--- config.mk ---
export PLATFORM = sky130hd
export DESIGN_NAME = sdep_command_framer_core
export DESIGN_NICKNAME = d
export VERILOG_FILES = /design/src/sv/sdepcf_pkg.sv /design/src/sv/sdep_command_framer_core.sv /design/src/sv/sdepcf_front.sv /design/src/sv/sdepcf_back.sv
export SDC_FILE = /design/constraint.sdc
export NUM_CORES = 1
export LEC_CHECK = 0
export BUFFER_PORTS_ARGS = -buffer_cell sky130_fd_sc_hd__buf_2
export CORE_MARGIN = 2
export CORE_UTILIZATION = 55
export DETAILED_ROUTE_END_ITERATION = 8
export GPL_TIMING_DRIVEN = 0
export PLACE_DENSITY = 0.72
export SLEW_MARGIN = 20
export SYNTH_ARGS = -nofsm -noshare
export SYNTH_HDL_FRONTEND = slang
export SYNTH_SLANG_ARGS = --single-unit
--- constraint.sdc ---
create_clock -name i_clk -period 5.6 [get_ports i_clk]
set_input_delay 0.84 -clock i_clk [delete_from_list [all_inputs] [get_ports i_clk]]
set_output_delay 0.84 -clock i_clk [all_outputs]
set_load 0.05 [all_outputs]
--- src/sv/sdepcf_pkg.sv ---
`default_nettype none

package sdepcf_pkg;

    localparam int PLD_DEPTH  = 16;
    localparam int PLD_IDX_W  = 4;
    localparam int PLD_CNT_W  = 5;
    localparam int CFG_IDX_W  = 8;
    localparam int CFG_DATA_W = 16;

    localparam logic [CFG_IDX_W-1:0] CFG_CMD_ID = 8'd0;
    localparam logic [CFG_IDX_W-1:0] CFG_HEADER = 8'd1;

    localparam logic [15:0] CMD_ID_RST = 16'h0000;
    localparam logic [7:0]  HEADER_RST = 8'h10;

    typedef struct packed {
        logic [7:0] msg_byte;
        logic       msg_last;
    } t_msg;

    typedef struct packed {
        logic [7:0] spi_byte;
        logic       packet_end;
        logic       run_last;
    } t_res;

    typedef struct packed {
        logic [7:0]           msg_byte;
        logic                 flush;
        logic                 last;
        logic [PLD_IDX_W-1:0] idx;
    } t_cmd;

    typedef struct packed {
        logic [15:0] cmd_id;
        logic [7:0]  header;
    } t_frame_cfg;

    typedef enum logic [2:0] {
        BK_IDLE,
        BK_HDR,
        BK_CTL,
        BK_CTH,
        BK_SIZE,
        BK_DATA
    } t_bstate;

endpackage

`default_nettype wire

--- src/sv/sdep_command_framer_core.sv ---
`default_nettype none
// Channel   Ports                                        Handshake
// msg in    push, full, i_msg                            push && !full
// result    empty, pop, o_res                            pop && !empty
// config    i_cfg_valid, o_cfg_ready, i_cfg_index/data   valid && ready
// Bytes that only fill the store are written by the back end while it idles.
// A packet is four header beats (header, command id low, command id high,
// size) then its payload, one output beat per cycle while the result queue
// has room, paced by the back-end sequencer and its single store read port.
// Synchronous reset clears control state; the payload store is not cleared.
// A full result queue stalls the back end; the two-entry command queue then
// fills and raises full.

module sdep_command_framer_core #(
    parameter int MAX_PAYLOAD = 16
) (
    input  wire logic                                 i_clk,
    input  wire logic                                 i_rst_n,
    input  wire logic                                 push,
    output logic                                      full,
    input  wire sdepcf_pkg::t_msg                     i_msg,
    output logic                                      empty,
    input  wire logic                                 pop,
    output sdepcf_pkg::t_res                          o_res,
    input  wire logic                                 i_cfg_valid,
    output logic                                      o_cfg_ready,
    input  wire logic [sdepcf_pkg::CFG_IDX_W-1:0]     i_cfg_index,
    input  wire logic [sdepcf_pkg::CFG_DATA_W-1:0]    i_cfg_data
);
    import sdepcf_pkg::*;

    t_frame_cfg r_cfg;
    logic       cmd_valid, cmd_pop;
    t_cmd       cmd;

    assign o_cfg_ready = 1'b1;

    always_ff @(posedge i_clk) begin
        if (!i_rst_n) begin
            r_cfg.cmd_id <= CMD_ID_RST;
            r_cfg.header <= HEADER_RST;
        end else if (i_cfg_valid && o_cfg_ready) begin
            unique case (i_cfg_index)
                CFG_CMD_ID: r_cfg.cmd_id <= i_cfg_data;
                CFG_HEADER: r_cfg.header <= i_cfg_data[7:0];
                default:    r_cfg        <= r_cfg;
            endcase
        end
    end

    sdepcf_front #(
        .MAX_PAYLOAD (MAX_PAYLOAD)
    ) u_front (
        .i_clk       (i_clk),
        .i_rst_n     (i_rst_n),
        .push        (push),
        .full        (full),
        .i_msg       (i_msg),
        .o_cmd_valid (cmd_valid),
        .o_cmd       (cmd),
        .i_cmd_pop   (cmd_pop)
    );

    sdepcf_back #(
        .MAX_PAYLOAD (MAX_PAYLOAD)
    ) u_back (
        .i_clk       (i_clk),
        .i_rst_n     (i_rst_n),
        .i_cfg       (r_cfg),
        .i_cmd_valid (cmd_valid),
        .i_cmd       (cmd),
        .o_cmd_pop   (cmd_pop),
        .empty       (empty),
        .pop         (pop),
        .o_res       (o_res)
    );

endmodule

`default_nettype wire

--- src/sv/sdepcf_front.sv ---
`default_nettype none

module sdepcf_front #(
    parameter int MAX_PAYLOAD = 16
) (
    input  wire logic              i_clk,
    input  wire logic              i_rst_n,
    input  wire logic              push,
    output logic                   full,
    input  wire sdepcf_pkg::t_msg  i_msg,
    output logic                   o_cmd_valid,
    output sdepcf_pkg::t_cmd       o_cmd,
    input  wire logic              i_cmd_pop
);
    import sdepcf_pkg::*;

    logic [PLD_CNT_W-1:0] r_count, n_count;
    t_cmd                 r_q [2];
    logic                 r_wp, r_rp;
    logic [1:0]           r_fill;
    logic                 accept, pop_ok, flush;
    logic [PLD_IDX_W-1:0] idx;
    t_cmd                 cmd;

    assign full        = (r_fill == 2'd2);
    assign accept      = push && !full;
    assign o_cmd_valid = (r_fill != 2'd0);
    assign pop_ok      = i_cmd_pop && o_cmd_valid;
    assign o_cmd       = r_q[r_rp];

    always_comb begin
        flush        = (r_count == PLD_CNT_W'(MAX_PAYLOAD));
        idx          = flush ? '0 : r_count[PLD_IDX_W-1:0];
        cmd.msg_byte = i_msg.msg_byte;
        cmd.flush    = flush;
        cmd.last     = i_msg.msg_last;
        cmd.idx      = idx;
        n_count      = r_count;
        if (accept) begin
            if (i_msg.msg_last) begin
                n_count = '0;
            end else if (flush) begin
                n_count = PLD_CNT_W'(1);
            end else begin
                n_count = r_count + PLD_CNT_W'(1);
            end
        end
    end

    always_ff @(posedge i_clk) begin
        if (!i_rst_n) begin
            r_count <= '0;
            r_wp    <= 1'b0;
            r_rp    <= 1'b0;
            r_fill  <= 2'd0;
        end else begin
            r_count <= n_count;
            if (accept) begin
                r_wp <= !r_wp;
            end
            if (pop_ok) begin
                r_rp <= !r_rp;
            end
            case ({accept, pop_ok})
                2'b10:   r_fill <= r_fill + 2'd1;
                2'b01:   r_fill <= r_fill - 2'd1;
                default: r_fill <= r_fill;
            endcase
        end
    end

    always_ff @(posedge i_clk) begin
        if (accept) begin
            r_q[r_wp] <= cmd;
        end
    end

endmodule

`default_nettype wire

--- src/sv/sdepcf_back.sv ---
`default_nettype none

module sdepcf_back #(
    parameter int MAX_PAYLOAD = 16
) (
    input  wire logic                   i_clk,
    input  wire logic                   i_rst_n,
    input  wire sdepcf_pkg::t_frame_cfg i_cfg,
    input  wire logic                   i_cmd_valid,
    input  wire sdepcf_pkg::t_cmd       i_cmd,
    output logic                        o_cmd_pop,
    output logic                        empty,
    input  wire logic                   pop,
    output sdepcf_pkg::t_res            o_res
);
    import sdepcf_pkg::*;

    t_bstate              r_state, n_state;
    t_cmd                 r_cmd, n_cmd;
    logic                 r_more, n_more;
    logic [PLD_CNT_W-1:0] r_len, n_len;
    logic [PLD_IDX_W-1:0] r_i, n_i;
    logic [7:0]           r_mem [PLD_DEPTH];
    logic [7:0]           r_rd;
    logic                 wr_en;
    logic [PLD_IDX_W-1:0] wr_idx, rd_idx;
    logic [7:0]           wr_byte;
    logic                 data_end;

    t_res                 r_oq [2];
    logic                 r_wp, r_rp;
    logic [1:0]           r_fill;
    logic                 oq_full, oq_push, oq_pop;
    t_res                 oq_data;

    assign oq_full  = (r_fill == 2'd2);
    assign empty    = (r_fill == 2'd0);
    assign oq_pop   = pop && !empty;
    assign o_res    = r_oq[r_rp];
    assign data_end = ({1'b0, r_i} + PLD_CNT_W'(1)) == r_len;

    always_comb begin
        n_state   = r_state;
        n_cmd     = r_cmd;
        n_more    = r_more;
        n_len     = r_len;
        n_i       = r_i;
        o_cmd_pop = 1'b0;
        wr_en     = 1'b0;
        wr_idx    = r_cmd.idx;
        wr_byte   = r_cmd.msg_byte;
        oq_push   = 1'b0;
        oq_data   = '0;
        rd_idx    = '0;
        unique case (r_state)
            BK_IDLE: begin
                if (i_cmd_valid) begin
                    o_cmd_pop = 1'b1;
                    n_cmd     = i_cmd;
                    if (i_cmd.flush) begin
                        n_more  = 1'b1;
                        n_len   = PLD_CNT_W'(MAX_PAYLOAD);
                        n_state = BK_HDR;
                    end else begin
                        wr_en   = 1'b1;
                        wr_idx  = i_cmd.idx;
                        wr_byte = i_cmd.msg_byte;
                        if (i_cmd.last) begin
                            n_more  = 1'b0;
                            n_len   = {1'b0, i_cmd.idx} + PLD_CNT_W'(1);
                            n_state = BK_HDR;
                        end
                    end
                end
            end
            BK_HDR: begin
                oq_data.spi_byte = i_cfg.header;
                if (!oq_full) begin
                    oq_push = 1'b1;
                    n_state = BK_CTL;
                end
            end
            BK_CTL: begin
                oq_data.spi_byte = i_cfg.cmd_id[7:0];
                if (!oq_full) begin
                    oq_push = 1'b1;
                    n_state = BK_CTH;
                end
            end
            BK_CTH: begin
                oq_data.spi_byte = i_cfg.cmd_id[15:8];
                if (!oq_full) begin
                    oq_push = 1'b1;
                    n_state = BK_SIZE;
                end
            end
            BK_SIZE: begin
                oq_data.spi_byte = {r_more, 2'b00, r_len};
                if (!oq_full) begin
                    oq_push = 1'b1;
                    n_i     = '0;
                    n_state = BK_DATA;
                end
            end
            BK_DATA: begin
                oq_data.spi_byte   = r_rd;
                oq_data.packet_end = data_end;
                oq_data.run_last   = data_end && !(r_more && r_cmd.last);
                rd_idx             = r_i;
                if (!oq_full) begin
                    oq_push = 1'b1;
                    if (data_end) begin
                        rd_idx = '0;
                        if (r_more) begin
                            wr_en = 1'b1;
                            if (r_cmd.last) begin
                                n_more  = 1'b0;
                                n_len   = {1'b0, r_cmd.idx} + PLD_CNT_W'(1);
                                n_state = BK_HDR;
                            end else begin
                                n_state = BK_IDLE;
                            end
                        end else begin
                            n_state = BK_IDLE;
                        end
                    end else begin
                        rd_idx = r_i + PLD_IDX_W'(1);
                        n_i    = r_i + PLD_IDX_W'(1);
                    end
                end
            end
            default: n_state = BK_IDLE;
        endcase
    end

    always_ff @(posedge i_clk) begin
        if (!i_rst_n) begin
            r_state <= BK_IDLE;
        end else begin
            r_state <= n_state;
        end
    end

    always_ff @(posedge i_clk) begin
        r_cmd  <= n_cmd;
        r_more <= n_more;
        r_len  <= n_len;
        r_i    <= n_i;
    end

    always_ff @(posedge i_clk) begin
        if (wr_en) begin
            r_mem[wr_idx] <= wr_byte;
        end
        r_rd <= r_mem[rd_idx];
    end

    always_ff @(posedge i_clk) begin
        if (!i_rst_n) begin
            r_wp   <= 1'b0;
            r_rp   <= 1'b0;
            r_fill <= 2'd0;
        end else begin
            if (oq_push) begin
                r_wp <= !r_wp;
            end
            if (oq_pop) begin
                r_rp <= !r_rp;
            end
            case ({oq_push, oq_pop})
                2'b10:   r_fill <= r_fill + 2'd1;
                2'b01:   r_fill <= r_fill - 2'd1;
                default: r_fill <= r_fill;
            endcase
        end
    end

    always_ff @(posedge i_clk) begin
        if (oq_push) begin
            r_oq[r_wp] <= oq_data;
        end
    end

endmodule

`default_nettype wire

==> impl_metrics.py <==
metrics = {
    "sta": {
        "finalCriticalPeriod_ps": 3770,
        "fmax_ghz": 0.265,
        "hold_violations": 0,
        "setup-tns-final_ps": 0,
        "slew_viol_final": 0,
        "holdWs_ps": 480,
        "period_share": 0.673,
        "setup_viol": 0,
        "finalClockSkew_ps": 25.4,
        "worst_pin_slew_ps": 945,
        "max_slew_margin": 0.368,
        "rsz0062_at_grt": "false",
    },
    "pwr": {
        "p_int_w": 0.00391,
        "clockPowerShare": 0.273,
        "combPwrFrac": 0.292,
        "power_density_mw_per_mm2": 461,
        "p_switching_w": 0.00201,
        "ir_worst_vdd_v": 0.000332,
        "p_total_w": 0.00592,
        "power_switching_share": 0.340,
        "p_seq_frac": 0.436,
        "power.leakage_nw": 4.43,
    },
    "outcome": {
        "status": "complete, no violations",
    },
    "worst_setup_path": {
        "critPathRequiredTime_ps": 5740,
        "crit_path_start": "u_back.r_i[1]",
        "r2r_start": "u_back.r_i[1]",
        "regToRegSetupSlack_ps": 1830,
        "crit_type": "flop to flop",
        "arrival_ps": 3910,
        "r2r_end": "u_back.r_mem[2][6]",
        "endpoint_kind": "flop",
        "start_kind": "flop",
        "critPathMaxFanout": 9,
        "r2r_cells": 9,
    },
    "place": {
        "dp_hpwl_um": 18900,
        "port_buffers": 49,
        "place_congestion": 0.894,
        "dp_cells": 1230,
    },
    "die": {
        "die_w_um": 148,
        "design.core.area_mm2": 0.0203,
        "dieArea_mm2": 0.0220,
        "ioPinCount": 51,
        "row_count": 52,
        "die_y_um": 148,
        "initial_core_util": 0.564,
    },
    "layout": {
        "fin_cells": 1279,
        "drive_gt1_frac": 0.148,
        "syn_to_final_growth_pct": 12.3,
        "nNetsFinal": 1033,
    },
    "clock_tree": {
        "hold_buffers": 0,
        "h-tree-depth": 1,
        "insertion_delay_ps": 530,
        "cts.path.max_buffers": 3,
        "postCtsSetupRepairBufs": 0,
        "clk_pin_slew_ps": 70,
        "cts-root-buf": "clkbuf_16",
        "cts_buffers": 26,
        "cts.sinks": 249,
        "cts_tree": "built",
        "cts_resized": 0,
    },
    "global_route": {
        "grt_pass1_wl_um": 43500,
        "grt_pass1_vias": 7907,
        "grt.overflow.total": 0,
        "grtUsageTotal": 0.255,
        "antenna_found_initial": 2,
        "grt_start_max_net_pins": 17,
    },
    "drt": {
        "vias_per_cell": 6.19,
        "drtPass1Iterations": 6,
        "drt_iter0_markers": 1148,
        "drt_wl_total_um": 27500,
        "wl_per_cell_um": 21.5,
        "antenna_left": 0,
        "remaining_drc_errors": 0,
        "vias": 7920,
    },
    "yosys": {
        "synth_top_area_frac": 0.522,
        "synth_area_per_cell_um2": 12.6,
        "syn_nets": 954,
        "synth_common_cells": "199 x edfxtp_1, 50 x dfxtp_1, 50 x mux2i_1, 50 x nor2_1, 47 x a21oi_1",
        "yosysWarnings": 0,
        "synth-async-reset-ratio": 0,
        "netlist_area_mm2": 0.0114,
        "synth_area_leaders": "edfxtp_1 52%, dfxtp_1 8.7%, mux2i_1 4.4%, mux2_2 2.8%, a21oi_1 2.1%",
        "ys_types": 70,
        "syn_inst": 909,
        "synth.most_common_cell": "edfxtp_1",
        "ys.flop_type": "edfxtp_1",
        "ys_ff_latch": 249,
        "synth_edf_count": 199,
        "synth_seq_area_share": 0.609,
        "yosys.area.top_type": "edfxtp_1",
    },
    "hold_path": {
        "hp-start": "r_cfg[4]",
        "worstHoldPathCells": 2,
        "whs_endpoint": "r_cfg[4]",
        "hold_path_class": "flop to flop",
    },
    "run": {
        "drv_cap": 0,
    },
}
## through the flow
| step | worst slack (ps) | instance area [µm²] | util |
|---|---|---|---|
| final | 1830 | 12900 | 0.633 |
| after floorplan | 1660 | 11400 | - |
| after CTS | 1940 | 12800 | 0.633 |
| after global placement | 189 | 12000 | 0.593 |
| after detailed placement | 1950 | 12100 | 0.594 |
| after global routing | 1660 | 12900 | 0.633 |
## power groups by stage
| stage | registers [W] | logic, W | clock network (W) |
|---|---|---|---|
| 5_1_grt | 0.00260 | 0.00187 | 0.00171 |
| 4_1_cts | 0.00258 | 0.00172 | 0.00164 |
| 3_5_place_dp | 0.00261 | 0.00170 | 0 |
| 3_3_place_gp | 0.00260 | 0.00167 | 0 |
| 2_1_floorplan | 0.00257 | 0.00123 | 0 |
| 6_report | 0.00258 | 0.00173 | 0.00161 |
## cells by family (layout without fill, tap and decap cells)
family                     after synthesis  after routing  synth area share
AOI/OAI and AO/OA                      217            217             0.139
xor gates and xnor gates                23             23            0.0189
adders and majority gates                7              7           0.00765
buffers and inverters                   76            175            0.0325
DFF                                    249            249             0.609
muxes                                   78             78            0.0713
other                                    1              2          0.000328
and+or+nand+nor                        258            258             0.121
## cell usage in the layout (no fill, tap or decap), types with 12 or more instances in the layout
master / n
edfxtp_1: 199
buf_2: 59
mux2i_1: 50
dfxtp_1: 50
nor2_1: 48
a21oi_1: 47
clkbuf_1: 46
nand2_1: 41
nor2b_1: 34
and2_1: 31
mux2_2: 28
nand3_1: 27
clkbuf_16: 27
and3_1: 25
a221oi_1: 23
a22oi_1: 20
nor3_1: 15
o21ai_0: 13
o22ai_1: 12
inv_1: 12
xnor2_1: 12
## area by class of cell
| cell class | instances | area, µm² |
|---|---|---|
| flip-flops and latches | 249 | 6980 |
| diodes | 1 | 2.50 |
| clock buffers | 34 | 702 |
| clock inverters | 14 | 95.1 |
| plain buffers | 62 | 319 |
| fillers | 1566 | 7440 |
| inverters | 14 | 52.6 |
| well taps | 270 | 338 |
| multi-input cells | 584 | 4120 |
| repair buffers | 51 | 255 |
## critical path: stages, from the launching register on
cell,delay (ps)
edfxtp_1,490
ha_1,240
buf_6,140
xor2_1,160
o32ai_1,370
o211ai_2,340
nor3_1,490
o21a_1,190
a32oi_1,150
nor2_1,800
## worst max-delay path by stage
stage,endpoint,cells after the start
global placement,u_back.r_mem[2][7],7
global route,u_back.r_mem[7][2],8
detailed placement,u_back.r_rd[6],10
CTS,u_back.r_rd[6],10
finish,u_back.r_mem[2][6],9
floorplan,u_back.r_mem[6][0],8
## state kept, by name, summed over array words and instances, names as in the netlist, 2 cells and up, named ones only
name,cells
u_back.r_i,4
r_cfg,24
u_back.r_len,5
u_front.r_fill,2
u_front.r_q,28
u_back.r_oq,20
u_back.r_mem,128
u_back.r_fill,2
u_back.r_cmd,13
u_back.r_state,3
u_back.r_rd,8
u_front.r_count,5
## routing by layer
layer | GRT usage | vias up | wire (µm)
li1 | - | 3653 | -
met5 | 0 | - | 0
met1 | 0.355 | 3848 | 11600
met2 | 0.407 | 367 | 12700
met3 | 0.0463 | 52 | 2230
met4 | 0.0886 | 0 | 897
Power figures use the tool's default switching activity.
